--- src/rtl/rcra_pkg.sv ---
`timescale 1ns / 1ps

package rcra_pkg;

   // Default geometry of the counter grid.
   localparam int GRID_SIDE_DEFAULT  = 128;
   localparam int COUNT_BITS_DEFAULT = 8;

   // Field widths fixed by the interface.
   localparam int FUNC_BITS  = 2;
   localparam int ROW_BITS   = 7;
   localparam int EXT_BITS   = 8;
   localparam int SIDE_BITS  = 8;
   localparam int CELL_BITS  = 8;

   // Coordinates in the back end are one bit wider than a row so that
   // they can reach any side the register can name.
   localparam int COORD_BITS = 8;
   localparam int SPAN_BITS  = 11;            // 5*extent+4
   localparam int INNER_BITS = 2 * EXT_BITS;  // extent squared
   localparam int FAR_BITS   = 2 * SPAN_BITS; // (5*extent+4) squared, 25*d2
   localparam int D2_BITS    = 17;            // squared distance

   localparam logic [SIDE_BITS-1:0] SIDE_RESET = SIDE_BITS'(128);

   localparam int CMD_QUEUE_DEPTH = 4;

   typedef enum logic [FUNC_BITS-1:0] {
      FUNC_CROSS = 2'd0,
      FUNC_RING  = 2'd1,
      FUNC_READ  = 2'd2
   } func_code_type;

   typedef enum logic [1:0] {
      CMD_CROSS,
      CMD_RING,
      CMD_READ,
      CMD_READ_ZERO
   } cmd_kind_type;

   typedef struct packed {
      cmd_kind_type          kind;
      logic [ROW_BITS-1:0]   row;
      logic [ROW_BITS-1:0]   col;
      logic [EXT_BITS-1:0]   extent;
      logic [SIDE_BITS-1:0]  side;
   } cmd_type;

endpackage

--- src/rtl/rcra_cmd_queue.sv ---
`timescale 1ns / 1ps

module rcra_cmd_queue (
   input  logic             clock,
   input  logic             reset,
   input  logic             push,
   input  rcra_pkg::cmd_type push_cmd,
   output logic             full,
   input  logic             pop,
   output logic             head_valid,
   output rcra_pkg::cmd_type head_cmd
);
   import rcra_pkg::*;

   localparam int PTR_BITS = $clog2(CMD_QUEUE_DEPTH);
   localparam int CNT_BITS = $clog2(CMD_QUEUE_DEPTH + 1);

   cmd_type               entries_ff [CMD_QUEUE_DEPTH];
   logic [PTR_BITS-1:0]   wr_ptr_ff, wr_ptr_in;
   logic [PTR_BITS-1:0]   rd_ptr_ff, rd_ptr_in;
   logic [CNT_BITS-1:0]   count_ff, count_in;
   logic                  do_push, do_pop;

   assign full       = (count_ff == CNT_BITS'(CMD_QUEUE_DEPTH));
   assign head_valid = (count_ff != '0);
   assign head_cmd   = entries_ff[rd_ptr_ff];
   assign do_push    = push && !full;
   assign do_pop     = pop && head_valid;

   always_comb begin
      wr_ptr_in = wr_ptr_ff;
      rd_ptr_in = rd_ptr_ff;
      count_in  = count_ff;
      if (do_push) begin
         wr_ptr_in = (wr_ptr_ff == PTR_BITS'(CMD_QUEUE_DEPTH - 1)) ? '0 : wr_ptr_ff + 1'b1;
      end
      if (do_pop) begin
         rd_ptr_in = (rd_ptr_ff == PTR_BITS'(CMD_QUEUE_DEPTH - 1)) ? '0 : rd_ptr_ff + 1'b1;
      end
      if (do_push && !do_pop) begin
         count_in = count_ff + 1'b1;
      end else if (do_pop && !do_push) begin
         count_in = count_ff - 1'b1;
      end
   end

   always_ff @(posedge clock) begin
      if (reset) begin
         wr_ptr_ff <= '0;
         rd_ptr_ff <= '0;
         count_ff  <= '0;
      end else begin
         wr_ptr_ff <= wr_ptr_in;
         rd_ptr_ff <= rd_ptr_in;
         count_ff  <= count_in;
      end
   end

   always_ff @(posedge clock) begin
      if (do_push) begin
         entries_ff[wr_ptr_ff] <= push_cmd;
      end
   end

endmodule

--- config.mk ---
export PLATFORM = sky130hd
export DESIGN_NAME = rcra_cmd_queue
export DESIGN_NICKNAME = d
export VERILOG_FILES = /design/src/rtl/rcra_pkg.sv /design/src/rtl/rcra_cmd_queue.sv
export SDC_FILE = /design/constraint.sdc
export NUM_CORES = 1
export LEC_CHECK = 0
export ABC_CLOCK_PERIOD_IN_PS = 3600
export BUFFER_PORTS_ARGS = -buffer_cell sky130_fd_sc_hd__buf_4
export CAP_MARGIN = 25
export CORE_ASPECT_RATIO = 0.8
export CORE_MARGIN = 3
export CORE_UTILIZATION = 55
export DETAILED_ROUTE_END_ITERATION = 6
export GPL_TIMING_DRIVEN = 0
export PLACE_DENSITY_LB_ADDON = 0.25
export RECOVER_POWER = 50
export SYNTH_ARGS = -nofsm -noshare
export SYNTH_HDL_FRONTEND = slang
export SYNTH_SLANG_ARGS = --single-unit
export TNS_END_PERCENT = 1
--- constraint.sdc ---
create_clock -name clock -period 3.6 [get_ports clock]
set_input_delay 0.18 -clock clock [delete_from_list [all_inputs] [get_ports clock]]
set_output_delay 0.18 -clock clock [all_outputs]
set_load 0.05 [all_outputs]
; ---- Word level (Yosys, flattened, before mapping)
; Memory sizes are Yosys's and may differ from the RTL's. A register that Yosys moved wholly into a read port is not among the register bits.
; Cells that the tools add are included.
[totals]
ram_bits = 128
memories = 1
out_inout_bits = 34
elab_cells = 28
inputBits = 36
ff_bits = 7
[mem_list]
columns = memory, words, width, rd, rd_ports_with_merged_regs, wr, line_no
row1 = entries_ff, 4, 32, 1, 1, 1, rcra_cmd_queue.sv:18  ; cmd_type entries_ff [CMD_QUEUE_DEPTH];
[classes]
addsub = 4
muxes = 8
n_reduce_logical = 9
n_eq_ne = 3
[ops]
columns = cell, count
row1 = $mux 2, 4
row2 = $mux 3, 2
row3 = $add 2x1->2 const B, 2
row4 = $eq 2x2->1 const B, 2
row5 = $logic_and 1x1->1, 4
row6 = $add 3x1->3 const B, 1
row7 = $eq 3x3->1 const B, 1
row8 = $logic_not 1->1, 3
row9 = $reduce_bool 3->1, 1
row10 = $sub 3x1->3 const B, 1
row11 = $mux 1, 2
row12 = $reduce_bool 2->1, 1

; ---- Longest topological paths before layout
[logic_depth]
depth_word = 7
depth_mapped = 10
mapped_depth_nobuf = 9

; ---- Worst setup path after synthesis
; No wires, ideal clock.
[synth_path]
path_kind = register -> register
start = register count_ff[0]
end = register count_ff[2]
n_path_buf = 1
arrival_ps = 2200
required_ps = 3530
setup_ps = 70
synth_period_minus_slack_ps = 2270
path_slack_ps = 1330
path_stages_with_launch = 11
path_cell_list = dfxtp_1 -> or3b_1 -> buf_6 -> clkinv_4 -> nor2_2 -> ha_1 -> inv_1 -> fa_1 -> xor2_1 -> or3_2 -> a21oi_1
[synth_between]
elab_chain_len = 6
elab_cells_between_ends = 14
cone_classes = add/sub (2) / eq/ne (1) / mux (2) / reduce/logical (9)
[synth_rtl]
columns = element, line_no
row1 = "start, declared", rcra_cmd_queue.sv:21  ; logic [CNT_BITS-1:0] count_ff, count_in;
row2 = "start signal, assigned", rcra_cmd_queue.sv:55  ; count_ff <= count_in;
row3 = $eq 3x3->1 (*), rcra_cmd_queue.sv:24  ; assign full = (count_ff == CNT_BITS'(CMD_QUEUE_DEPTH));
row4 = net full, rcra_cmd_queue.sv:8  ; output logic full,
row5 = $logic_not 1->1 (*), rcra_cmd_queue.sv:27  ; assign do_push = push && !full;
row6 = $logic_and 1x1->1 (*), rcra_cmd_queue.sv:27
row7 = net do_push, rcra_cmd_queue.sv:22  ; logic do_push, do_pop;
row8 = $logic_not 1->1, rcra_cmd_queue.sv:42  ; end else if (do_pop && !do_push) begin
row9 = $logic_and 1x1->1, rcra_cmd_queue.sv:42
row10 = $reduce_bool 2->1 (no line), n/a
; Mark *: on every way through the listed nets, which the timed path passes. The rest lies on a longest branch. The select of a mux whose other input is x is not followed.
; A chain may end at the register's enable or synchronous reset.

; ---- Worst setup path after layout
[layout_path]
start = register count_ff[0]
end = register count_ff[2]
[layout_between]
elab_chain_len = 6
elab_cells_between_ends = 14
cone_classes = add/sub (2) / eq/ne (1) / mux (2) / reduce/logical (9)
[layout_rtl]
columns = element, line_no
row1 = $eq 3x3->1 (*), rcra_cmd_queue.sv:24
row2 = $logic_not 1->1 (*), rcra_cmd_queue.sv:27
row3 = $logic_and 1x1->1 (*), rcra_cmd_queue.sv:27
row4 = net do_push, rcra_cmd_queue.sv:22
row5 = $logic_not 1->1, rcra_cmd_queue.sv:42
row6 = $logic_and 1x1->1, rcra_cmd_queue.sv:42
row7 = $reduce_bool 2->1 (no line), n/a
; Marked as above.

==> reports/metrics.yaml <==
portBuffers: 68
cellLeakagePower_nw: 2.20
violations: "capacitance limit, slew limit"
remaining_routing_drc_violations: 0
r2r_path_start: "count_ff[0]"
chipWidth_um: 114
drt.antenna.violating_nets: 0
worst_reg2reg_path_depth: 10
place_hpwl_um: 5060
synth_cells: 217
post-cts-setup-buffer-count: 0
yosys_warnings: 0
period_needed_ns: 2.64
mostFrequentLayoutCell: "sky130_fd_sc_hd__edfxtp_1"
timing.critical_path.required_ns: 3.94
worst_skew_ns: 0.00517
initial_util: 0.583
die_area_um2: 10500
powerDensity_nw_per_um2: 775
flow.area_growth_from_synthesis_pct: 26.7
setup.worst_path.end_class: "register"
yosys_register_bits: 137
cp-startpoint: "count_ff[0]"
unrepaired_setup_endpoints_after_global_routing: "false"
yosysUniqueCellTypes: 27
post-route-util: 0.739
end_point_of_the_critical_path: "count_ff[2]"
timing.critical_path.fanout_max: 7
n_antenna_cell: 0
clk_path_buf_depth: 2
worst_setup_path_start_kind: "register"
synth_nets: 260
timing.rr.end: "count_ff[2]"
core_um2: 8750
async_reset_ff_frac: 0
grt_remaining_overflow: 0
grt_first_pass_wirelength_um: 14100
reg2reg_setup_slack_ns: 0.96
worstPathArrival_ns: 2.98
number_of_global_route_vias_before_repair: 2700
post_cts.resized_instances: 0
layout.nets: 379
min-delay-path-class: "input pin to register"
synth_seq_area_share: 0.789
cts_buffers: 17
drive_above_1_share: 0.301
synth_top_flop_cell: "sky130_fd_sc_hd__edfxtp_1"
io_pins: 70
synth_area_um2: 5100
dieHeight_um: 92.1
worstSkewPairLatency_ns: 0.41
antenna_found_initial: 0
clockRootBuffer: "sky130_fd_sc_hd__clkbuf_16"
synth_edf_count: 128
setup_tns_ns: 0
clock_sinks: 137
grt_usage: 0.187
setup_violation_total_in_the_final_timing_report: 0
grt_start_max_net_pins: 33
gp_congestion: 0.682
number_of_standard_cell_rows_in_the_floorplan: 30
tritoncts_clock_tree: "done"
timing.hold.ws_ns: 0.0588
final_cell_mix: "sky130_fd_sc_hd__edfxtp_1 (128), sky130_fd_sc_hd__clkbuf_1 (40), sky130_fd_sc_hd__buf_4 (36), sky130_fd_sc_hd__mux4_2 (32), sky130_fd_sc_hd__dlygate4sd3_1 (32)"
hold_violations: 0
drt-pass1-iter-count: 5
drv_cap: 1
avgRoutedWirePerCell_um: 18.8
fmax_mhz: 379
ctsHtreeMaxLevel: 4
maximum_vdd_ir_drop_v: 0.000612
timing_worst_setup_path_type: "register to register"
timing_worst_slew_pin_value_ns: 1.58
average_cell_area_after_synthesis_um2: 23.5
wl_um: 8660
status: "finished, violations left"
via_per_inst: 5.45
initialDrtViolationCount: 171
max_transition_viols_final: 33
vias: 2512
timing.slew.headroom: -0.0536
worst_setup_hold_path_clk_slew_ns: 0.05
post_route_fraction_of_the_period_consumed_by_the_critical_path: 0.732
flip-flops by register name, indices dropped and copies added (netlist names), named ones only:
signal and count:
count_ff 3, entries_ff 128, rd_ptr_ff 2, wr_ptr_ff 2
area by class of cell:
type	count	area, µm²
Timing Repair Buffer	100	699
Inverter	5	20.0
Fill cell	555	2280
Clock buffer	24	502
Sequential cell	137	4020
Buffer	9	45.0
Multi-Input combinational cell	66	991
Tap cell	112	140
Clock inverter	8	43.8
per-stage QoR:
| step | total power, mW | std cells | instance area (µm²) | setup WS, ns |
|---|---|---|---|---|
| CTS | 5.10 | 461 | 6620 | 1.27 |
| global placement | 3.50 | 397 | 5750 | 1.30 |
| floorplan | 3.11 | 217 | 5100 | 1.33 |
| finish | 5.01 | 461 | 6460 | 0.963 |
| global route | 5.22 | 461 | 6460 | 0.713 |
| detailed placement | 3.52 | 397 | 5750 | 1.29 |
timing repair:
action | 4_1_cts | 5_1_grt
endpoints found under the hold margin | 128 | 0
setup endpoints to repair | 0 | 0
hold buffers | 32 | 0
power breakdown:
| group | switching [mW] | internal [mW] |
|---|---|---|
| clock | 0.583 | 0.963 |
| sequential | 0.0579 | 1.94 |
| combinational | 0.949 | 0.521 |
critical path: stages, from the launching register on:
cell	delay [ns]
sky130_fd_sc_hd__dfxtp_1	0.43
sky130_fd_sc_hd__or3b_1	0.14
sky130_fd_sc_hd__clkbuf_1	0.24
sky130_fd_sc_hd__clkinvlp_2	0.20
sky130_fd_sc_hd__nor2_1	0.20
sky130_fd_sc_hd__ha_1	0.21
sky130_fd_sc_hd__inv_1	0.06
sky130_fd_sc_hd__fa_1	0.37
sky130_fd_sc_hd__xor2_1	0.17
sky130_fd_sc_hd__or3_2	0.40
sky130_fd_sc_hd__a21oi_1	0.14
worst min-delay path by stage:
stage / from / endpoint / slack [ns] / cells past startpoint
3_5_place_dp: push_cmd[1] / entries_ff[2][1] / 0.39 / 1
4_1_cts: push / wr_ptr_ff[0] / 0.04 / 3
2_1_floorplan: push_cmd[0] / entries_ff[0][0] / 0.28 / 0
6_report: push / wr_ptr_ff[0] / 0.06 / 3
3_3_place_gp: push_cmd[8] / entries_ff[3][8] / 0.38 / 1
5_1_grt: push / wr_ptr_ff[0] / 0.06 / 3
Yosys cell counts, drive strengths merged, types with 2 or more instances:
cell / number / area [µm²]
edfxtp: 128 / 3840
mux4: 32 / 721
dfxtp: 9 / 180
buf: 8 / 50.0
ha: 6 / 75.1
and3: 4 / 30.0
inv: 4 / 15.0
nor2: 4 / 17.5
a21oi: 3 / 15.0
or3: 3 / 21.3
mux2i: 2 / 20.0
nand3: 2 / 10.0
o21ai: 2 / 10.0
o31ai: 2 / 25.0
xor2: 2 / 17.5
logic make-up (layout without fill, tap and decap cells):
logic type	after synthesis	after routing	synth area share
buf+inv	14	146	0.0152
simple gates	16	16	0.0189
compound gates	7	7	0.00981
flops	137	137	0.789
xor+xnor	2	2	0.00343
mux	34	34	0.145
fa+ha+maj	7	7	0.0186
layer usage:
metal | global-route usage | up-vias | wire, µm
met4 | 0.0691 | 0 | 118
met5 | 0 | - | 0
met2 | 0.300 | 72 | 4480
met1 | 0.232 | 1282 | 3570
li1 | - | 1145 | -
met3 | 0.0745 | 13 | 497
Note: power is estimated with default switching activity, not from simulation.
