## src/rtl/rcra_pkg.sv

```systemverilog
`timescale 1ns / 1ps

package rcra_pkg;

   // Default geometry of the counter grid.
   localparam int GRID_SIDE_DEFAULT  = 128;
   localparam int COUNT_BITS_DEFAULT = 8;

   // Field widths fixed by the interface.
   localparam int FUNC_BITS  = 2;
   localparam int ROW_BITS   = 7;
   localparam int EXT_BITS   = 8;
   localparam int SIDE_BITS  = 8;
   localparam int CELL_BITS  = 8;

   // Coordinates in the back end are one bit wider than a row so that
   // they can reach any side the register can name.
   localparam int COORD_BITS = 8;
   localparam int SPAN_BITS  = 11;            // 5*extent+4
   localparam int INNER_BITS = 2 * EXT_BITS;  // extent squared
   localparam int FAR_BITS   = 2 * SPAN_BITS; // (5*extent+4) squared, 25*d2
   localparam int D2_BITS    = 17;            // squared distance

   localparam logic [SIDE_BITS-1:0] SIDE_RESET = SIDE_BITS'(128);

   localparam int CMD_QUEUE_DEPTH = 4;

   typedef enum logic [FUNC_BITS-1:0] {
      FUNC_CROSS = 2'd0,
      FUNC_RING  = 2'd1,
      FUNC_READ  = 2'd2
   } func_code_type;

   typedef enum logic [1:0] {
      CMD_CROSS,
      CMD_RING,
      CMD_READ,
      CMD_READ_ZERO
   } cmd_kind_type;

   typedef struct packed {
      cmd_kind_type          kind;
      logic [ROW_BITS-1:0]   row;
      logic [ROW_BITS-1:0]   col;
      logic [EXT_BITS-1:0]   extent;
      logic [SIDE_BITS-1:0]  side;
   } cmd_type;

endpackage

```

## src/rtl/rcra_front.sv

```systemverilog
`timescale 1ns / 1ps

module rcra_front #(
   parameter int GRID_SIDE = rcra_pkg::GRID_SIDE_DEFAULT
) (
   input  logic                             clock,
   input  logic                             reset,
   input  logic                             csr_wr_en,
   input  logic [rcra_pkg::SIDE_BITS-1:0]   csr_wr_data,
   input  logic                             req_valid,
   output logic                             req_ready,
   input  logic [rcra_pkg::FUNC_BITS-1:0]   req_func,
   input  logic [rcra_pkg::ROW_BITS-1:0]    req_row,
   input  logic [rcra_pkg::ROW_BITS-1:0]    req_col,
   input  logic [rcra_pkg::EXT_BITS-1:0]    req_extent,
   input  logic                             clearing,
   input  logic                             queue_full,
   output logic                             push,
   output rcra_pkg::cmd_type                push_cmd
);
   import rcra_pkg::*;

   logic [SIDE_BITS-1:0] side_ff, side_in;
   logic [SIDE_BITS-1:0] side_used;
   logic                 in_use;
   logic                 keep;

   assign side_in = csr_wr_en ? csr_wr_data : side_ff;

   always_ff @(posedge clock) begin
      if (reset) begin
         side_ff <= SIDE_RESET;
      end else begin
         side_ff <= side_in;
      end
   end

   // The part in use never reaches past the physical grid.
   assign side_used = (int'(side_ff) > GRID_SIDE) ? SIDE_BITS'(GRID_SIDE) : side_ff;
   assign in_use    = ({1'b0, req_row} < side_used) && ({1'b0, req_col} < side_used);
   assign req_ready = !clearing && !queue_full;

   always_comb begin
      push_cmd.row    = req_row;
      push_cmd.col    = req_col;
      push_cmd.extent = req_extent;
      push_cmd.side   = side_used;
      push_cmd.kind   = CMD_READ_ZERO;
      keep            = 1'b0;
      unique case (req_func)
         FUNC_CROSS: begin
            push_cmd.kind = CMD_CROSS;
            keep          = in_use;
         end
         FUNC_RING: begin
            push_cmd.kind = CMD_RING;
            keep          = in_use;
         end
         FUNC_READ: begin
            // A read off the grid still answers, with a zero count.
            push_cmd.kind = in_use ? CMD_READ : CMD_READ_ZERO;
            keep          = 1'b1;
         end
         default: begin
            keep = 1'b0;
         end
      endcase
   end

   assign push = req_valid && req_ready && keep;

endmodule

```

## config.mk

```make
export PLATFORM = sky130hd
export DESIGN_NAME = rcra_front
export DESIGN_NICKNAME = d
export VERILOG_FILES = /design/src/rtl/rcra_pkg.sv /design/src/rtl/rcra_front.sv
export SDC_FILE = /design/constraint.sdc
export NUM_CORES = 1
export LEC_CHECK = 0
export ABC_AREA = 1
export BUFFER_PORTS_ARGS = -buffer_cell sky130_fd_sc_hd__buf_2
export CORE_ASPECT_RATIO = 1.1
export CORE_MARGIN = 4
export CORE_UTILIZATION = 35
export CTS_CLUSTER_DIAMETER = 120
export DETAILED_ROUTE_END_ITERATION = 7
export PLACE_DENSITY = 0.77
export SLEW_MARGIN = 20
export SYNTH_ARGS = -nofsm -noshare
export SYNTH_HDL_FRONTEND = slang
export SYNTH_SLANG_ARGS = --single-unit
```

## constraint.sdc

```tcl
create_clock -name clock -period 1.65 [get_ports clock]
set_input_delay 0.2475 -clock clock [delete_from_list [all_inputs] [get_ports clock]]
set_output_delay 0.2475 -clock clock [all_outputs]
set_load 0.02 [all_outputs]
```

-- Yosys cells after proc, flatten, opt, wreduce, memory -nomap -nowiden
Cells that the tools add are included.
- flip-flop bits (word level): 8
- input port bits: 38
- output and inout port bits: 34
- logic and storage cells: 18
- $lt $le $gt $ge: 3
- equality and inequality tests: 2
- mux-type cells: 4
- reduce and logical (&&, ||, !) cells: 8
- operators with widths (operator ; number):
    7-bit by 8-bit < comparator with 1-bit output ; 2
    8-bit greater-than comparator (second input constant) ; 1
    8-bit 2-to-1 mux ; 1
    2-bit one-hot mux with 3 select lines ; 1
    1-bit logical AND ; 4
    2-bit by 1-bit == test with 1-bit output (second input constant) ; 1
    2-bit == test (second input constant) ; 1
    1-bit logical NOT ; 2
    2-bit logical NOT ; 1
    1-bit one-hot mux with 2 select lines ; 1
    2-bit OR reduction ; 1
    1-bit 2-to-1 mux ; 1

-- Depth between registers and ports, before layout
- word-level depth: 6
- mapped depth: 13
- gate-level depth less buffers: 13

-- Least setup slack after synthesis
Ideal clock, no wire load.
- path kind: reg2out
- from: register side_ff[7]
- to: output push
- arrival time: 1.769 ns
- required time: 1.402 ns
- slack: -0.366 ns
- cell stages (with the launch flop): 9
- buffers on the path: 0
- cells stage by stage: dfxtp_1 -> nor2_1 -> inv_1 -> ha_1 -> nand2_1 -> a21oi_1 -> nor3b_2 -> nand3_2 -> a21oi_2
- RTL lines (element ; line ; text):
    start: declaration ; rcra_front.sv:23 ; logic [SIDE_BITS-1:0] side_ff, side_in;
    start signal: assignment ; rcra_front.sv:34 ; side_ff <= side_in;
    end: declaration ; rcra_front.sv:18 ; output logic push,

-- Worst setup path in the final report
- from: register side_ff[1]
- to: output push
- cells in the longest elaborated chain, start to end: 6
- elaborated cells between the ends (all ways): 7
- classes of those cells: order compare: 3; mux: 2; reduce/logical: 2
- RTL lines (element ; line ; text):
    8-bit greater-than comparator ; rcra_front.sv:39 ; assign side_used = (int'(side_ff) > GRID_SIDE) ? SIDE_BITS'(GRID_SIDE) : side_ff;
    8-bit 2-to-1 mux (*) ; rcra_front.sv:39 ;
    7-bit by 8-bit < comparator with 1-bit output ; rcra_front.sv:40 ; assign in_use = ({1'b0, req_row} < side_used) && ({1'b0, req_col} < side_used);
    1-bit logical AND (*) ; rcra_front.sv:40 ;
    1-bit one-hot mux with 2 select lines (*) ; rcra_front.sv:50 ; unique case (req_func)
    1-bit logical AND (*) ; rcra_front.sv:70 ; assign push = req_valid && req_ready && keep;
Every way passes the cells marked *; elsewhere a longest branch is shown, timed or not.

==> impl_metrics.prom <==
# TYPE chip_impl_metric gauge
chip_impl_info{name="run_status",value="finished with violations"} 1
chip_impl_info{name="failed_checks",value="negative setup slack"} 1
chip_impl_metric{name="post_synth_xor_area_fraction",unit="%"} 0
chip_impl_metric{name="ctsHtreeMaxLevel",unit=""} 1
chip_impl_metric{name="place_worst_setup_slack",unit="ps"} -464
chip_impl_metric{name="initial_utilization",unit="%"} 37.8
chip_impl_metric{name="whs_path_depth",unit=""} 3
chip_impl_metric{name="synth_enable_flop_cells",unit=""} 0
chip_impl_metric{name="setup.reg_to_reg.worst_slack",unit="ps"} 870
chip_impl_metric{name="grt_start_max_net_pins",unit=""} 11
chip_impl_metric{name="antenna_found_initial",unit=""} 0
chip_impl_metric{name="top_level_ports",unit=""} 72
chip_impl_metric{name="final_antenna_net_count",unit=""} 0
chip_impl_metric{name="muxShareOfSynthArea",unit="%"} 0
chip_impl_metric{name="dieArea",unit="µm²"} 3340
chip_impl_info{name="start_kind",value="flip-flop"} 1
chip_impl_metric{name="leak",unit="nW"} 0.701
chip_impl_info{name="worstReg2RegEnd",value="side_ff[2]"} 1
chip_impl_metric{name="yosys_warnings",unit=""} 0
chip_impl_info{name="cp_top_family",value="simple AND/OR/NAND/NOR gates"} 1
chip_impl_metric{name="track_usage",unit="%"} 12.2
chip_impl_metric{name="largest_register_ff_count",unit=""} 8
chip_impl_metric{name="grt_pass1_wl",unit="µm"} 3280
chip_impl_metric{name="vdd.ir_drop.worst",unit="µV"} 375
chip_impl_metric{name="cp_max_fo",unit=""} 4
chip_impl_metric{name="antenna_cells_inserted",unit=""} 0
chip_impl_metric{name="cp_data_arrival_time",unit="ps"} 2040
chip_impl_metric{name="route.detailed.drc",unit=""} 0
chip_impl_metric{name="maxCapViolations",unit=""} 0
chip_impl_info{name="reg2reg_from",value="side_ff[2]"} 1
chip_impl_info{name="largest_register",value="side_ff"} 1
chip_impl_metric{name="min_setup_slack_post_route",unit="ps"} -637
chip_impl_metric{name="clock_skew",unit="ps"} 0
chip_impl_info{name="crit_chain",value="nor3_2 -> a31oi_1 -> inv_2 -> nand2_2 -> ha_1 -> nand2_1 -> nand2_1 -> nand2_1 -> nand2_1 -> nand2_1 -> nand3_2 -> a21oi_4 -> buf_6"} 1
chip_impl_metric{name="fp.coreArea",unit="µm²"} 2300
chip_impl_info{name="worst_path_most_repeated_cell",value="nand2_1"} 1
chip_impl_metric{name="place.detailed.hpwl",unit="µm"} 1710
chip_impl_metric{name="synth.yosys.seq_area_share",unit="%"} 18.4
chip_impl_metric{name="simple_gate_share_of_the_synthesized_area",unit="%"} 22.6
chip_impl_metric{name="slew_violations",unit=""} 0
chip_impl_info{name="grt_setup_unrepaired",value="true"} 1
chip_impl_metric{name="number_of_clock_sinks",unit=""} 8
chip_impl_metric{name="synth-compound-area-share",unit="%"} 12.4
chip_impl_metric{name="drt-wirelength-per-cell",unit="µm"} 9.77
chip_impl_metric{name="post-synth-top-area-fraction",unit="%"} 19.0
chip_impl_info{name="yosysTopAreaCell",value="buf_4"} 1
chip_impl_metric{name="cts_buffer_depth",unit=""} 2
chip_impl_info{name="post_synth_most_frequent_cells",value="nand2_1 (23), buf_4 (22), inv_1 (18), nor2_1 (17), ha_1 (12)"} 1
chip_impl_info{name="synth_top_family_by_area",value="buffers and inverters"} 1
chip_impl_metric{name="die_y",unit="µm"} 60.2
chip_impl_metric{name="grt_overflow_total",unit=""} 0
chip_impl_metric{name="synth.lib_cells_used.distinct",unit=""} 22
chip_impl_metric{name="r2r_cells",unit=""} 3
chip_impl_info{name="critical_path.slowest_cell",value="dfxtp_2"} 1
chip_impl_metric{name="worst_path_largest_cell_delay",unit="ps"} 320
chip_impl_metric{name="clock_latency",unit="ps"} 250
chip_impl_info{name="startpoint",value="side_ff[1]"} 1
chip_impl_info{name="critical_path_class",value="flip-flop to output pin"} 1
chip_impl_info{name="most_repeated_cell_in_the_gate_level_netlist_after_synthesis",value="nand2_1"} 1
chip_impl_info{name="yosys-top-cells-area",value="buf_4 (19%), dfxtp_1 (18%), ha_1 (17%)"} 1
chip_impl_info{name="cts-root-buf",value="clkbuf_4"} 1
chip_impl_metric{name="max_slew_margin",unit="%"} 81.5
chip_impl_metric{name="cts.reportedPaths.clkPinSlew",unit="ps"} 60
chip_impl_metric{name="number_of_hold_violations_in_the_final_report",unit=""} 0
chip_impl_metric{name="area_delta_synth_final",unit="%"} 43.5
chip_impl_metric{name="power.density",unit="nW/µm²"} 544
chip_impl_metric{name="row_count",unit=""} 18
chip_impl_metric{name="syn-num-nets",unit=""} 180
chip_impl_metric{name="worstPathRequired",unit="ps"} 1400
chip_impl_metric{name="post-route-min-period",unit="ps"} 2290
chip_impl_metric{name="post_route_cells_drive_above_1_share",unit="%"} 53.1
chip_impl_info{name="synthFlopType",value="dfxtp_1"} 1
chip_impl_metric{name="max_slew.worst_pin.slew",unit="ps"} 276
chip_impl_info{name="critPathCaptureType",value="output pin"} 1
chip_impl_metric{name="post-route-util",unit="%"} 54.2
chip_impl_metric{name="synth_area",unit="µm²"} 868
chip_impl_metric{name="fin_nets",unit=""} 230
chip_impl_metric{name="route.final.wire_length",unit="µm"} 2040
chip_impl_info{name="top_regs",value="side_ff: 8 flops"} 1
chip_impl_info{name="hold_path.class",value="primary input to flip-flop"} 1
chip_impl_metric{name="finalWeightedCongestion",unit=""} 0.738
chip_impl_metric{name="die_width",unit="µm"} 55.5
chip_impl_metric{name="timing.critical_path.buf_inv",unit=""} 2
chip_impl_metric{name="syn_inst",unit=""} 130
chip_impl_metric{name="synth_fa_ha_area_share",unit="%"} 17.3
chip_impl_metric{name="first_global_vias",unit=""} 845
chip_impl_metric{name="drtIter0Drc",unit=""} 23
chip_impl_metric{name="post_drt_via_cell_ratio",unit=""} 4.25
chip_impl_metric{name="io_buffers",unit=""} 55
chip_impl_metric{name="detailroute.via_count",unit=""} 889
chip_impl_metric{name="setup_viol",unit=""} 3
chip_impl_metric{name="placed_cells_incl_taps",unit=""} 204
chip_impl_metric{name="period_share",unit="%"} 139
chip_impl_metric{name="async_reset_ff_share",unit="%"} 0
chip_impl_metric{name="detail_route.first_pass.iterations",unit=""} 4
chip_impl_metric{name="fmax",unit="MHz"} 437
chip_impl_info{name="cts_tree",value="built"} 1
chip_impl_info{name="worst_hold_startpoint",value="reset"} 1
chip_impl_metric{name="synth_seq_cells",unit=""} 8
chip_impl_info{name="min_to",value="side_ff[7]"} 1
chip_impl_metric{name="cts_made_buffers",unit=""} 3
chip_impl_metric{name="final_cells",unit=""} 209
chip_impl_metric{name="mean_cell_area_of_the_mapped_netlist",unit="µm²"} 6.68
what timing repair did:
item	CTS	global route
pin swaps	9	6
buffers inserted	6	1
resized for setup	14	9
hold buffers	0	0
endpoints found under the setup margin	5	6
final cells by class:
type	instances	area (µm²)
timing repair buffer	69	408
tap	30	37.5
sequential	8	166
multi-input combinational	78	531
clock buffer	4	26.3
inverter	20	77.6
fill	240	1050
logic make-up (layout without fill, tap and decap cells):
kind of cell	Yosys count	after routing
flops	8	8
buf+inv	44	93
compound gates	20	20
fa+ha+maj	12	12
simple gates	46	46
worst min-delay path, stage by stage:
cell and delay (ps):
buf_2 90, a21oi_1 40, o21ai_0 60
layout by cell type (no fill, tap or decap), types with 2 or more instances in the layout:
master / count
a21oi_1: 7
nor2_2: 3
inv_1: 16
dfxtp_2: 2
o21ai_0: 8
inv_2: 2
buf_2: 50
clkbuf_4: 3
nor2_1: 15
ha_1: 9
nand2_2: 5
buf_4: 15
buf_6: 4
dfxtp_1: 5
ha_4: 3
nand2_1: 18
power by group:
group	total [W]	switching, W	internal [W]
logic	0.000301	0.000165	0.000136
clock network	0.000161	0.0000684	0.0000926
registers	0.000216	0.00000821	0.000207
total	0.000678	0.000242	0.000436
how the worst max path moves through the flow:
stage           end  depth (start not counted)
6_report       push                         13
2_1_floorplan  push                         10
5_1_grt        push                         13
3_3_place_gp   push                         13
4_1_cts        push                         11
3_5_place_dp   push                         13
stage by stage:
| step | power [W] | hold WS [ps] | area (µm²) | setup TNS, ps |
|---|---|---|---|---|
| after floorplan | 0.000431 | 346 | 912 | -422 |
| after global placement | 0.000492 | 461 | 1140 | -757 |
| after detailed placement | 0.000497 | 461 | 1140 | -902 |
| after CTS | 0.000687 | 185 | 1250 | -1870 |
| after global routing | 0.000727 | 230 | 1250 | -1990 |
| final | 0.000678 | 211 | 1250 | -1260 |
layer usage:
layer	up-vias	GRT usage, %	part of all wire [%]
met2	39	22.5	52
li1	486	-	-
met4	0	7.29	1.7
met5	-	0	0
met3	3	2.16	8.1
met1	361	13.3	38
(Power assumes the default switching activity.)
